$ cat config.mk
export PLATFORM = sky130hd
export DESIGN_NAME = json_string_escaper_flat
export DESIGN_NICKNAME = d
export VERILOG_FILES = /design/src/rtl/jse_pkg.sv /design/src/rtl/jse_in_if.sv /design/src/rtl/jse_out_if.sv /design/src/rtl/jse_front.sv /design/src/rtl/jse_fifo.sv /design/src/rtl/jse_back.sv /design/src/rtl/json_string_escaper.sv /design/src/flat_wrapper.sv
export SDC_FILE = /design/constraint.sdc
export NUM_CORES = 1
export LEC_CHECK = 0
export BUFFER_PORTS_ARGS = -buffer_cell sky130_fd_sc_hd__buf_2
export CORE_ASPECT_RATIO = 2
export CORE_MARGIN = 5
export CORE_UTILIZATION = 45
export DETAILED_ROUTE_END_ITERATION = 10
export GPL_TIMING_DRIVEN = 1
export HOLD_SLACK_MARGIN = 0.1
export PLACE_DENSITY_LB_ADDON = 0.3
export SYNTH_ARGS = -nofsm -noshare
export SYNTH_HDL_FRONTEND = slang
export SYNTH_SLANG_ARGS = --single-unit
$ cat constraint.sdc
create_clock -name clk -period 4.7 [get_ports clk]
set_clock_uncertainty 0.1 [all_clocks]
set_input_delay 0 -clock clk [delete_from_list [all_inputs] [get_ports clk]]
set_output_delay 0 -clock clk [all_outputs]
set_load 0.005 [all_outputs]
$ cat src/rtl/jse_pkg.sv
// Package with the shared types and character constants of the JSON string escaper.
`timescale 1ns / 1ps
`default_nettype none

package jse_pkg;

    localparam int unsigned MAX_RESULTS = 8;
    localparam int unsigned POS_W       = $clog2(MAX_RESULTS);
    localparam int unsigned LEN_W       = POS_W + 1;
    localparam int unsigned FIFO_DEPTH  = 4;
    localparam int unsigned FIFO_PTR_W  = $clog2(FIFO_DEPTH);
    localparam int unsigned FIFO_CNT_W  = FIFO_PTR_W + 1;

    localparam logic [7:0] CHAR_QUOTE  = 8'h22;
    localparam logic [7:0] CHAR_BSLASH = 8'h5C;
    localparam logic [7:0] CHAR_LF     = 8'h0A;
    localparam logic [7:0] CHAR_CR     = 8'h0D;
    localparam logic [7:0] CHAR_TAB    = 8'h09;
    localparam logic [7:0] CHAR_N      = 8'h6E;
    localparam logic [7:0] CHAR_R      = 8'h72;
    localparam logic [7:0] CHAR_T      = 8'h74;
    localparam logic [7:0] CHAR_U      = 8'h75;
    localparam logic [7:0] CHAR_ZERO   = 8'h30;
    localparam logic [7:0] CHAR_LOW_A  = 8'h61;
    localparam logic [7:0] CTRL_LIMIT  = 8'h20;

    typedef enum logic [1:0] {
        ESC_NONE,
        ESC_PAIR,
        ESC_UNI
    } esc_kind_t;

    typedef struct packed {
        logic              string_start;
        logic              string_end;
        logic              byte_present;
        esc_kind_t         kind;
        logic [7:0]        data;
        logic [POS_W-1:0]  len_m1;
    } job_t;

endpackage

`default_nettype wire

$ cat src/rtl/jse_in_if.sv
// Input channel interface: one string byte word with its framing flags.
`timescale 1ns / 1ps
`default_nettype none

interface jse_in_if;
    logic       valid;
    logic       ready;
    logic [7:0] text_byte;
    logic       byte_present;
    logic       string_start;
    logic       string_end;

    modport source (output valid, output text_byte, output byte_present,
                    output string_start, output string_end, input ready);
    modport sink   (input valid, input text_byte, input byte_present,
                    input string_start, input string_end, output ready);
endinterface

`default_nettype wire

$ cat src/rtl/jse_out_if.sv
// Output channel interface: one escaped output byte word with its markers.
`timescale 1ns / 1ps
`default_nettype none

interface jse_out_if;
    logic       valid;
    logic       ready;
    logic [7:0] out_byte;
    logic       run_last;
    logic       string_done;

    modport source (output valid, output out_byte, output run_last,
                    output string_done, input ready);
    modport sink   (input valid, input out_byte, input run_last,
                    input string_done, output ready);
endinterface

`default_nettype wire

$ cat src/rtl/jse_front.sv
// Front end: accepts input words, classifies the byte and builds an emit job.
`timescale 1ns / 1ps
`default_nettype none

module jse_front (
    jse_in_if.sink          text,
    input  wire logic       full,
    output jse_pkg::job_t   job,
    output logic            push
);

    jse_pkg::esc_kind_t           kind;
    logic [7:0]                   data;
    logic [jse_pkg::LEN_W-1:0]    body_len;
    logic [jse_pkg::LEN_W-1:0]    total_len;

    always_comb
    begin
        kind = jse_pkg::ESC_NONE;
        data = text.text_byte;
        if (text.text_byte < jse_pkg::CTRL_LIMIT)
        begin
            unique case (text.text_byte)
                jse_pkg::CHAR_LF:
                begin
                    kind = jse_pkg::ESC_PAIR;
                    data = jse_pkg::CHAR_N;
                end
                jse_pkg::CHAR_CR:
                begin
                    kind = jse_pkg::ESC_PAIR;
                    data = jse_pkg::CHAR_R;
                end
                jse_pkg::CHAR_TAB:
                begin
                    kind = jse_pkg::ESC_PAIR;
                    data = jse_pkg::CHAR_T;
                end
                default:
                begin
                    kind = jse_pkg::ESC_UNI;
                end
            endcase
        end
        else
        begin
            unique case (text.text_byte)
                jse_pkg::CHAR_QUOTE, jse_pkg::CHAR_BSLASH:
                begin
                    kind = jse_pkg::ESC_PAIR;
                end
                default:
                begin
                    kind = jse_pkg::ESC_NONE;
                end
            endcase
        end
    end

    always_comb
    begin
        if (!text.byte_present)
        begin
            body_len = '0;
        end
        else
        begin
            unique case (kind)
                jse_pkg::ESC_PAIR: body_len = jse_pkg::LEN_W'(2);
                jse_pkg::ESC_UNI:  body_len = jse_pkg::LEN_W'(6);
                default:           body_len = jse_pkg::LEN_W'(1);
            endcase
        end
        total_len = body_len
                  + jse_pkg::LEN_W'(text.string_start)
                  + jse_pkg::LEN_W'(text.string_end);
    end

    always_comb
    begin
        job.string_start = text.string_start;
        job.string_end   = text.string_end;
        job.byte_present = text.byte_present;
        job.kind         = kind;
        job.data         = data;
        job.len_m1       = jse_pkg::POS_W'(total_len - jse_pkg::LEN_W'(1));
    end

    // drop words that produce no output
    assign text.ready = !full;
    assign push       = text.valid && !full && (total_len != '0);

endmodule

`default_nettype wire

$ cat src/rtl/jse_fifo.sv
// Short job queue between the front end and the byte sequencer.
`timescale 1ns / 1ps
`default_nettype none

module jse_fifo (
    input  wire logic           clk,
    input  wire logic           rst_n,
    input  wire logic           push,
    input  wire jse_pkg::job_t  push_job,
    input  wire logic           pop,
    output jse_pkg::job_t       head_job,
    output logic                not_empty,
    output logic                full
);

    jse_pkg::job_t                     entry_reg [jse_pkg::FIFO_DEPTH];
    logic [jse_pkg::FIFO_PTR_W-1:0]    wr_ptr_reg;
    logic [jse_pkg::FIFO_PTR_W-1:0]    wr_ptr_next;
    logic [jse_pkg::FIFO_PTR_W-1:0]    rd_ptr_reg;
    logic [jse_pkg::FIFO_PTR_W-1:0]    rd_ptr_next;
    logic [jse_pkg::FIFO_CNT_W-1:0]    count_reg;
    logic [jse_pkg::FIFO_CNT_W-1:0]    count_next;

    assign not_empty = (count_reg != '0);
    assign full      = (count_reg == jse_pkg::FIFO_CNT_W'(jse_pkg::FIFO_DEPTH));
    assign head_job  = entry_reg[rd_ptr_reg];

    always_comb
    begin
        wr_ptr_next = push ? wr_ptr_reg + 1'b1 : wr_ptr_reg;
        rd_ptr_next = pop ? rd_ptr_reg + 1'b1 : rd_ptr_reg;
        count_next  = count_reg + jse_pkg::FIFO_CNT_W'(push)
                    - jse_pkg::FIFO_CNT_W'(pop);
    end

    always_ff @(posedge clk or negedge rst_n)
    begin
        if (!rst_n)
        begin
            wr_ptr_reg <= '0;
            rd_ptr_reg <= '0;
            count_reg  <= '0;
        end
        else
        begin
            wr_ptr_reg <= wr_ptr_next;
            rd_ptr_reg <= rd_ptr_next;
            count_reg  <= count_next;
        end
    end

    always_ff @(posedge clk)
    begin
        if (push)
        begin
            entry_reg[wr_ptr_reg] <= push_job;
        end
    end

    a_no_overflow: assert property (@(posedge clk) disable iff (!rst_n)
        !(push && full))
        else $error("job queue written while full");

    a_no_underflow: assert property (@(posedge clk) disable iff (!rst_n)
        !(pop && !not_empty))
        else $error("job queue popped while empty");

    a_ptr_gap: assert property (@(posedge clk) disable iff (!rst_n)
        (count_reg == '0) |-> (wr_ptr_reg == rd_ptr_reg))
        else $error("job queue pointers disagree with count");

endmodule

`default_nettype wire

$ cat src/rtl/jse_back.sv
// Back end: walks each job byte by byte into a registered output stage.
`timescale 1ns / 1ps
`default_nettype none

module jse_back (
    input  wire logic           clk,
    input  wire logic           rst_n,
    input  wire jse_pkg::job_t  head_job,
    input  wire logic           not_empty,
    output logic                pop,
    jse_out_if.source           escaped
);

    logic [jse_pkg::POS_W-1:0]  pos_reg;
    logic [jse_pkg::POS_W-1:0]  pos_next;
    logic                       valid_reg;
    logic                       valid_next;
    logic [7:0]                 byte_reg;
    logic                       last_reg;
    logic                       done_reg;

    logic                       load;
    logic                       is_last;
    logic [jse_pkg::POS_W-1:0]  body_pos;
    logic [7:0]                 body_byte;
    logic [7:0]                 cur_byte;
    logic                       cur_done;

    function automatic logic [7:0] hex_char(input logic [3:0] v);
        if (v < 4'd10)
        begin
            return jse_pkg::CHAR_ZERO + {4'h0, v};
        end
        return jse_pkg::CHAR_LOW_A + {4'h0, v} - 8'd10;
    endfunction

    always_comb
    begin
        body_pos = pos_reg - jse_pkg::POS_W'(head_job.string_start);
        unique case (head_job.kind)
            jse_pkg::ESC_PAIR:
            begin
                body_byte = (body_pos == '0) ? jse_pkg::CHAR_BSLASH : head_job.data;
            end
            jse_pkg::ESC_UNI:
            begin
                case (body_pos)
                    jse_pkg::POS_W'(0): body_byte = jse_pkg::CHAR_BSLASH;
                    jse_pkg::POS_W'(1): body_byte = jse_pkg::CHAR_U;
                    jse_pkg::POS_W'(4): body_byte = hex_char(head_job.data[7:4]);
                    jse_pkg::POS_W'(5): body_byte = hex_char(head_job.data[3:0]);
                    default:            body_byte = jse_pkg::CHAR_ZERO;
                endcase
            end
            default:
            begin
                body_byte = head_job.data;
            end
        endcase
    end

    always_comb
    begin
        is_last  = (pos_reg == head_job.len_m1);
        cur_done = 1'b0;
        if (head_job.string_start && (pos_reg == '0))
        begin
            cur_byte = jse_pkg::CHAR_QUOTE;
        end
        else if (head_job.string_end && is_last)
        begin
            cur_byte = jse_pkg::CHAR_QUOTE;
            cur_done = 1'b1;
        end
        else
        begin
            cur_byte = body_byte;
        end
    end

    always_comb
    begin
        load       = not_empty && (!valid_reg || escaped.ready);
        pop        = load && is_last;
        valid_next = load || (valid_reg && !escaped.ready);
        pos_next   = pos_reg;
        if (load)
        begin
            pos_next = is_last ? '0 : pos_reg + 1'b1;
        end
    end

    always_ff @(posedge clk or negedge rst_n)
    begin
        if (!rst_n)
        begin
            pos_reg   <= '0;
            valid_reg <= 1'b0;
        end
        else
        begin
            pos_reg   <= pos_next;
            valid_reg <= valid_next;
        end
    end

    always_ff @(posedge clk)
    begin
        if (load)
        begin
            byte_reg <= cur_byte;
            last_reg <= is_last;
            done_reg <= cur_done;
        end
    end

    assign escaped.valid       = valid_reg;
    assign escaped.out_byte    = byte_reg;
    assign escaped.run_last    = last_reg;
    assign escaped.string_done = done_reg;

    a_pos_in_job: assert property (@(posedge clk) disable iff (!rst_n)
        not_empty |-> (pos_reg <= head_job.len_m1))
        else $error("byte position beyond job length");

    a_done_is_last: assert property (@(posedge clk) disable iff (!rst_n)
        (valid_reg && done_reg) |-> last_reg)
        else $error("closing quote not marked as last byte of its word");

    a_pos_restart: assert property (@(posedge clk) disable iff (!rst_n)
        pop |=> (pos_reg == '0))
        else $error("byte position not cleared after job completes");

endmodule

`default_nettype wire

$ cat src/rtl/json_string_escaper.sv
// Top level of the JSON string escaper: front end, job queue and byte sequencer.
//
// Usage: string bytes enter on the text channel, one word each, with
// string_start on the first word and string_end on the last of a string;
// a word with byte_present low carries no byte (empty string framing).
// The escaped, quoted text leaves on the escaped channel, one byte a word.
// run_last marks the last output byte of an input word, string_done marks
// a closing quote. A word with no byte, no start and no end yields nothing.
// With the queue empty, the first output byte of a word passes through
// the job queue register, then the output register, before it is valid.
// Throughput: one output byte per cycle while the receiver is ready; a word
// yields up to 8 output bytes, set by the byte sequencer; plain bytes go
// at one word per cycle. A four-entry job queue lets the input keep flowing
// while the sequencer expands an escape; the input stalls only when the
// queue fills. When the receiver stalls, the output register holds its
// byte and the queue absorbs input until full. Reset empties the queue,
// clears the sequencer's byte position and clears the output valid.
`timescale 1ns / 1ps
`default_nettype none

module json_string_escaper (
    input  wire logic   clk,
    input  wire logic   rst_n,
    jse_in_if.sink      text,
    jse_out_if.source   escaped
);

    jse_pkg::job_t  front_job;
    jse_pkg::job_t  head_job;
    logic           push;
    logic           pop;
    logic           full;
    logic           not_empty;

    jse_front u_front (
        .text (text),
        .full (full),
        .job  (front_job),
        .push (push)
    );

    jse_fifo u_fifo (
        .clk       (clk),
        .rst_n     (rst_n),
        .push      (push),
        .push_job  (front_job),
        .pop       (pop),
        .head_job  (head_job),
        .not_empty (not_empty),
        .full      (full)
    );

    jse_back u_back (
        .clk       (clk),
        .rst_n     (rst_n),
        .head_job  (head_job),
        .not_empty (not_empty),
        .pop       (pop),
        .escaped   (escaped)
    );

endmodule

`default_nettype wire
$ cat src/flat_wrapper.sv
// flat-port wrapper written by rule: the top's interface ports become plain ports
module json_string_escaper_flat 
  (clk, rst_n, text_valid, text_text_byte, text_byte_present, text_string_start, text_string_end, text_ready, escaped_valid, escaped_out_byte, escaped_run_last, escaped_string_done, escaped_ready);
  jse_in_if text_i ();
  jse_out_if escaped_i ();
  input  wire logic clk;
  input  wire logic rst_n;
  input wire logic [$bits(text_i.valid)-1:0] text_valid;
  input wire logic [$bits(text_i.text_byte)-1:0] text_text_byte;
  input wire logic [$bits(text_i.byte_present)-1:0] text_byte_present;
  input wire logic [$bits(text_i.string_start)-1:0] text_string_start;
  input wire logic [$bits(text_i.string_end)-1:0] text_string_end;
  output wire logic [$bits(text_i.ready)-1:0] text_ready;
  output wire logic [$bits(escaped_i.valid)-1:0] escaped_valid;
  output wire logic [$bits(escaped_i.out_byte)-1:0] escaped_out_byte;
  output wire logic [$bits(escaped_i.run_last)-1:0] escaped_run_last;
  output wire logic [$bits(escaped_i.string_done)-1:0] escaped_string_done;
  input wire logic [$bits(escaped_i.ready)-1:0] escaped_ready;
  assign text_i.valid = text_valid;
  assign text_i.text_byte = text_text_byte;
  assign text_i.byte_present = text_byte_present;
  assign text_i.string_start = text_string_start;
  assign text_i.string_end = text_string_end;
  assign text_ready = text_i.ready;
  assign escaped_valid = escaped_i.valid;
  assign escaped_out_byte = escaped_i.out_byte;
  assign escaped_run_last = escaped_i.run_last;
  assign escaped_string_done = escaped_i.string_done;
  assign escaped_i.ready = escaped_ready;
  json_string_escaper u_core (.clk(clk), .rst_n(rst_n), .text(text_i), .escaped(escaped_i));
endmodule
# After elaboration in Yosys (flattened, before gate mapping)
# Memories as Yosys holds them, arrays and structs flattened.
# Index checks and enable logic that the tools add are counted.
# classes
n_bitwise,0
div_mod_pow,0
add_sub_neg,15
n_mul,0
n_mux,24
shift,0
n_eq_ne,14
reduce_logical,19
n_lt_le_gt_ge,3
# ops
op,count
$mux 8,6
$pmux 8 s4,1
$eq 8x4->1 const B,3
$pmux 8 s3,1
$add 7x4->8 const A,2
$pmux 8 s2,1
$sub 8x4->8 const B,2
$add 6x4->7 const A,2
$mux 1,10
$eq 3x3->1 const B,3
$add 4x1->4,2
$eq 8x6->1 const B,1
$eq 8x7->1 const B,1
$lt 4x4->1 const B,2
$lt 8x6->1 const B,1
$logic_and 1x1->1,7
$logic_not 3->1,2
$mux 3,2
$pmux 3 s2,1
$sub 3x1->3,2
$add 2x1->2 const B,2
$eq 2x1->1 const B,2
$eq 2x2->1 const B,2
$mux 2,2
11 further kinds,15
# totals
n_memories,1
latch_bits,0
mem_bits_ro,0
mem_bits_rw,64
out_inout_bits,12
regBits,21
# mem_list
memory,depth,width,rd,rd_clocked_by_memory_dff,write_ports,line,rtl
u_core.u_fifo.entry_reg,4,16,1,0,1,jse_fifo.sv:16,jse_pkg::job_t entry_reg [jse_pkg::FIFO_DEPTH];

# Depth between registers and ports, before layout
# depth
word_depth,13
mapped_depth,15
mapped_depth_nobuf,15

# Cells and area by module
# A second synthesis with hierarchy kept.
# unflattened
hier_cells,283
hier_area_um2,4200.3
# by_module_without_submodules
mod,seq_area_each_um2,area_per_inst_um2,cells_each,n_inst
jse_fifo,2097.0,2740.1,118,1
jse_back,400.4,1089.8,115,1
jse_front,0.0,370.4,50,1

# Worst setup path before layout
# OpenSTA, ideal clock, no wires.
# synth_timing
path_type,input to register
from,input text_text_byte[2]
to,register u_core.u_fifo.count_reg[2] (netlist name)
setup_time_ps,123
t_arrival_ps,3245
cell_stages,15
n_path_buf,0
path_slack_ps,1233
path_cell_list,or3b_2 o31a_1 nor3_1 a41oi_1 and2_1 fa_1 ha_1 inv_1 ha_1 nand3b_1 or3_1 o2111a_1 ha_1 fa_1 xnor2_1
# synth_via
elab_chain_cells,13
word_cells_on_any_way,21
# synth_lines
element,line,rtl
start: declaration,flat_wrapper.sv:9,input wire logic [$bits(text_i.text_byte)-1:0] text_text_byte;
branches (longest 3 deep; another with $lt 8x6->1),-,
$mux 2 (*),jse_front.sv:21,if (text.text_byte < jse_pkg::CTRL_LIMIT)
$eq 2x2->1 / $eq 2x1->1 (equally long branches),jse_front.sv:68,unique case (kind)
$pmux 3 s2 (*),jse_front.sv:68,
$mux 3 (*),jse_front.sv:62,if (!text.byte_present)
$add 4x1->4 (*),jse_front.sv:75,+ jse_pkg::LEN_W'(text.string_start)
$add 4x1->4 (*),jse_front.sv:76,+ jse_pkg::LEN_W'(text.string_end);
$reduce_bool 4->1 (*),jse_front.sv:91,assign push = text.valid && !full && (total_len != '0);
$logic_and 1x1->1 (*),jse_front.sv:91,
via u_core.push,json_string_escaper.sv:30,logic push;
$add 3x1->3 (*),jse_fifo.sv:32,count_next = count_reg + jse_pkg::FIFO_CNT_W'(push)
$sub 3x1->3 (*),jse_fifo.sv:33,- jse_pkg::FIFO_CNT_W'(pop);
"via u_core.u_fifo.count_next, one bit",jse_fifo.sv:22,logic [jse_pkg::FIFO_CNT_W-1:0] count_next;
end signal: assignment,jse_fifo.sv:48,count_reg <= count_next;
end: declaration,jse_fifo.sv:21,logic [jse_pkg::FIFO_CNT_W-1:0] count_reg;
# Mark *: on every way through the listed nets, which the timed path passes.
# A chain may end at the register's enable or synchronous reset.

# Worst setup path in the final report
# layout_timing
from,input text_text_byte[0]
to,"memory u_core.u_fifo.entry_reg[2][5] (netlist name), enable pin"
# layout_via
elab_chain_cells,13
word_cells_on_any_way,21
# layout_lines
element,line,rtl
branches (longest 3 deep; another with $lt 8x6->1),-,
$mux 2 (*),jse_front.sv:21,
$eq 2x2->1 / $eq 2x1->1 (equally long branches),jse_front.sv:68,
$pmux 3 s2 (*),jse_front.sv:68,
$mux 3 (*),jse_front.sv:62,
$add 4x1->4 (*),jse_front.sv:75,
$add 4x1->4 (*),jse_front.sv:76,
$reduce_bool 4->1 (*),jse_front.sv:91,
$logic_and 1x1->1 (*),jse_front.sv:91,
via u_core.push,json_string_escaper.sv:30,
$mux 1 (*),jse_fifo.sv:54,if (push)
$mux 1 (implied by the code) (*),jse_fifo.sv:56,entry_reg[wr_ptr_reg] <= push_job;
end: declaration,jse_fifo.sv:16,
# Marks and branches as above.

==> impl_results.html <==
<table>
<tr><th>Metric</th><th>Value</th></tr>
<tr><th colspan="2">Outcome</th></tr>
<tr><td>Status</td><td>complete, no violations</td></tr>
<tr><th colspan="2">Logic synthesis</th></tr>
<tr><td>Number of standard cells after synthesis</td><td>273</td></tr>
<tr><td>Seq cells post-synth</td><td>between 80 and 90</td></tr>
<tr><td>Warning count from the yosys run</td><td>0</td></tr>
<tr><td>Area share of the largest cell type after synthesis</td><td>53.5%</td></tr>
<tr><td>Area of the mapped netlist</td><td>~3900 sq um</td></tr>
<tr><td>Leading cell type by number of instances after synthesis</td><td>sky130_fd_sc_hd__edfxtp_1</td></tr>
<tr><td>Area contributors post-synth</td><td>sky130_fd_sc_hd__edfxtp_1 (54%), sky130_fd_sc_hd__dfrtp_1 (7.0%), sky130_fd_sc_hd__mux4_2 (5.7%)</td></tr>
<tr><td>Distinct cell type count of the synthesized netlist</td><td>51</td></tr>
<tr><td>Net Count, Synth</td><td>roughly 310</td></tr>
<tr><td>Cell taking the most area after synthesis</td><td>sky130_fd_sc_hd__edfxtp_1</td></tr>
<tr><td>Most used standard cells in the synthesized netlist</td><td>sky130_fd_sc_hd__edfxtp_1 (70), sky130_fd_sc_hd__inv_1 (22), sky130_fd_sc_hd__ha_1 (16), sky130_fd_sc_hd__nor2_1 (15), sky130_fd_sc_hd__nand2_1 (13)</td></tr>
<tr><td>Syn Area/Cell</td><td>14.4 sq um</td></tr>
<tr><td>Dominant register cell in the synthesized netlist</td><td>sky130_fd_sc_hd__edfxtp_1</td></tr>
<tr><td>Share of flip-flops with an asynchronous set or reset after synthesis</td><td>around 14%</td></tr>
<tr><td>Sequential share of the synthesized area</td><td>60.5%</td></tr>
<tr><td>EDFF count, synth</td><td>70</td></tr>
<tr><th colspan="2">Route</th></tr>
<tr><td>Average vias per placed instance</td><td>between 5 and 6</td></tr>
<tr><td>Via total after detailed routing</td><td>approximately 2400</td></tr>
<tr><td>Detail Route Antenna Nets</td><td>0</td></tr>
<tr><td>DR WL/cell</td><td>approximately 16 um</td></tr>
<tr><td>Initial DRC count</td><td>84</td></tr>
<tr><td>First-pass detailed-route iteration total</td><td>6</td></tr>
<tr><td>Final routed wirelength across all metal layers</td><td>6910 um</td></tr>
<tr><td>DRC errors left</td><td>0</td></tr>
<tr><th colspan="2">Cells and area</th></tr>
<tr><td>Number of flip-flops under the largest register name</td><td>60</td></tr>
<tr><td>Total number of nets in the final design</td><td>around 360</td></tr>
<tr><td>Fraction of layout instances using a drive strength above 1</td><td>between 10% and 20%</td></tr>
<tr><td>Area taken by flip-flops and latches</td><td>approximately 2400 sq um</td></tr>
<tr><td>Synth-to-layout area growth</td><td>17.7%</td></tr>
<tr><td>N_diodes</td><td>0</td></tr>
<tr><td>Number of filler cells placed in the layout</td><td>~700</td></tr>
<tr><td>Final standard cell utilization of the core</td><td>between 50 and 60%</td></tr>
<tr><td>Footprint of the multi-input gates</td><td>roughly 1400 sq um</td></tr>
<tr><th colspan="2">Floorplanning</th></tr>
<tr><td>Rows</td><td>48</td></tr>
<tr><td>DIE HEIGHT</td><td>142 um</td></tr>
<tr><td>Starting density of the core</td><td>45.7%</td></tr>
<tr><td>Io pins</td><td>27</td></tr>
<tr><td>Width of the die</td><td>~76 um</td></tr>
<tr><td>Die Outline Area</td><td>around 11000 sq um</td></tr>
<tr><td>Core ar.</td><td>between 8000 and 9000 sq um</td></tr>
<tr><th colspan="2">Setup path</th></tr>
<tr><td>Critical path launch point type</td><td>input port</td></tr>
<tr><td>WS Path Type</td><td>input port to register</td></tr>
<tr><td>Type of destination of the critical path</td><td>register</td></tr>
<tr><td>Max FO, Critical Path</td><td>15</td></tr>
<tr><td>Required time of the critical path</td><td>around 4.6 ns</td></tr>
<tr><td>Data arrival time of the critical path</td><td>around 4 ns</td></tr>
<tr><th colspan="2">STA</th></tr>
<tr><td>Final Hold Violating Endpoints</td><td>0</td></tr>
<tr><td>Crit share post-route</td><td>between 80% and 90%</td></tr>
<tr><td>Total count of max-transition violations in the final report</td><td>0</td></tr>
<tr><td>Slew of the pin with the lowest slew margin</td><td>between 0.6 and 0.7 ns</td></tr>
<tr><td>Tmin final</td><td>between 4 and 5 ns</td></tr>
<tr><td>Fmax</td><td>around 250 MHz</td></tr>
<tr><td>Worst slew slack as a fraction of its limit</td><td>roughly 54%</td></tr>
<tr><td>Final sum of negative setup slack</td><td>0 ns</td></tr>
<tr><td>Final setup violating endpoints</td><td>0</td></tr>
<tr><td>RSZ-0062 raised after global routing</td><td>false</td></tr>
<tr><th colspan="2">Clock tree</th></tr>
<tr><td>Maximum clock insertion buffer count</td><td>2</td></tr>
<tr><td>Post-CTS Resized</td><td>0</td></tr>
<tr><td>Cell at the root of the clock tree</td><td>sky130_fd_sc_hd__clkbuf_16</td></tr>
<tr><td>TritonCTS clock tree</td><td>done</td></tr>
<tr><td>Sink count of the clock tree</td><td>81</td></tr>
<tr><td>Post-CTS repair timing setup buffer count</td><td>0</td></tr>
<tr><td>Number of H-tree levels</td><td>3</td></tr>
<tr><td>Total clock buffers created by CTS</td><td>9</td></tr>
<tr><td>Insertion delay of the later-clocked pin in the worst-skew pair</td><td>0.33 ns</td></tr>
<tr><td>Hold-fix buffer count after cts</td><td>15</td></tr>
<tr><td>Clock transition time at the flip-flop clock pins of the worst setup and hold paths</td><td>approximately 0.050 ns</td></tr>
<tr><th colspan="2">Min path</th></tr>
<tr><td>Path type of the worst min-delay path</td><td>input port to register</td></tr>
<tr><th colspan="2">GRT</th></tr>
<tr><td>Number of antenna violations at the first check in global routing</td><td>0</td></tr>
<tr><td>Global-route wire length before repair</td><td>11800 um</td></tr>
<tr><td>Remaining global-route overflow</td><td>0</td></tr>
<tr><td>Vias in the first global route</td><td>2483</td></tr>
<tr><td>Grt peak-use layer</td><td>met2</td></tr>
<tr><td>Maximum number of pins on one net before global-route repair</td><td>19</td></tr>
<tr><td>Met3 track demand over resource</td><td>3.61%</td></tr>
<tr><td>Fraction of met2 tracks used by global routing</td><td>between 20% and 30%</td></tr>
<tr><td>Met1 GRT Util</td><td>between 10% and 20%</td></tr>
<tr><td>Global routing usage summed across all routing layers</td><td>13.9%</td></tr>
<tr><th colspan="2">Job</th></tr>
<tr><td>Max-cap violations</td><td>0</td></tr>
<tr><th colspan="2">Placement</th></tr>
<tr><td>Routability cong.</td><td>about 0.86</td></tr>
<tr><td>Total of buffers placed on input and output ports</td><td>26</td></tr>
<tr><td>Post-DP HPWL</td><td>approximately 5300 um</td></tr>
<tr><th colspan="2">Power</th></tr>
<tr><td>Power density of the placed cells</td><td>about 640 nW/um^2</td></tr>
<tr><td>Peak supply drop</td><td>0.277 mV</td></tr>
<tr><td>Leakage power figure</td><td>about 1.8 nW</td></tr>
</table>
-- report_power, final --
part	internal, mW	total [mW]	leakage [nW]	switching (mW)
Clock	0.383	0.630	0.139	0.247
Combinational	0.530	1.26	0.850	0.733
Sequential	1.02	1.07	0.778	0.0552
Total	1.93	2.96	1.77	1.03
-- final cells by class --
class                           count  area share [%]
Clock buffer                       13            5.63
Clock inverter                      3           0.325
Inverter                           22            1.79
Multi-Input combinational cell    163            30.9
Sequential cell                    81            51.4
Tap cell                          100            2.71
Timing Repair Buffer               48            7.20
-- critical path, cell delays in order --
cell and delay [ns]:
sky130_fd_sc_hd__dlygate4sd3_1 0.54, sky130_fd_sc_hd__buf_2 0.16, sky130_fd_sc_hd__or3b_2 0.47, sky130_fd_sc_hd__o31a_1 0.25, sky130_fd_sc_hd__nor3_1 0.13, sky130_fd_sc_hd__a41oi_1 0.09, sky130_fd_sc_hd__and2_1 0.21, sky130_fd_sc_hd__fa_1 0.38
sky130_fd_sc_hd__ha_1 0.29, sky130_fd_sc_hd__inv_1 0.04, sky130_fd_sc_hd__ha_1 0.22, sky130_fd_sc_hd__nand3b_1 0.08, sky130_fd_sc_hd__or3_1 0.10, sky130_fd_sc_hd__o2111a_1 0.33, sky130_fd_sc_hd__and2_1 0.61
-- cells in the final DEF (no fill, tap or decap), types with 7 or more instances in the layout --
cell / n
sky130_fd_sc_hd__edfxtp_1: 70
sky130_fd_sc_hd__buf_2: 26
sky130_fd_sc_hd__inv_1: 22
sky130_fd_sc_hd__ha_1: 16
sky130_fd_sc_hd__nor2_1: 15
sky130_fd_sc_hd__dlygate4sd3_1: 15
sky130_fd_sc_hd__nand2_1: 13
sky130_fd_sc_hd__dfrtp_1: 11
sky130_fd_sc_hd__mux4_2: 10
sky130_fd_sc_hd__xnor2_1: 9
sky130_fd_sc_hd__o21ai_0: 9
sky130_fd_sc_hd__clkbuf_16: 9
sky130_fd_sc_hd__and2_1: 7
sky130_fd_sc_hd__buf_4: 7
-- worst paths after layout --
path / startpoint / end / slack (ns) / cells past startpoint
max: text_text_byte[0] / u_core.u_fifo.entry_reg[2][5] / 0.66 / 15
min: text_byte_present / u_core.u_fifo.entry_reg[3][2] / 0.18 / 4
max reg2reg: u_core.u_fifo.rd_ptr_reg[1] / u_core.u_back.escaped.out_byte[3] / 1.23 / 9
min reg2reg: u_core.u_back.pos_reg[2] / u_core.u_back.pos_reg[2] / 0.44 / 1
max in group asynchronous: rst_n / u_core.u_fifo.wr_ptr_reg[1] / 3.55 / 3
min in group asynchronous: rst_n / u_core.u_fifo.rd_ptr_reg[0] / 0.60 / 3
-- metal layers --
metal / wire [um] / up-vias / share of wire, %
li1: - / 1144 / -
met1: 2390 / 1151 / 35
met2: 4060 / 49 / 59
met3: 258 / 18 / 3.7
met4: 201 / 0 / 2.9
met5: 0 / - / 0
-- through the flow --
stage	hold WS, ns	power [mW]	cell area, sq um	instances	worst slack (ns)
2_1_floorplan	-0.396	2.01	3930	273	1.23
3_3_place_gp	-0.216	2.32	4200	399	0.864
3_5_place_dp	-0.211	2.35	4200	399	0.801
4_1_cts	0.166	3.00	4620	430	0.600
5_1_grt	0.191	3.19	4620	430	0.332
6_report	0.177	2.96	4620	430	0.656
-- logic make-up (layout without fill, tap and decap cells) --
kind of cell | Yosys count | in the layout | share of synthesized area, %
AND/OR/NAND/NOR | 68 | 68 | 9.11
buffers and inverters | 29 | 86 | 3.09
adder cells (fa/ha/maj) | 18 | 18 | 6.12
multiplexers | 17 | 17 | 9.65
flip-flops | 81 | 81 | 60.5
AO/OA/AOI/OAI | 48 | 48 | 8.82
XOR/XNOR | 12 | 12 | 2.68
No activity file was read; power rests on OpenSTA's default activity.
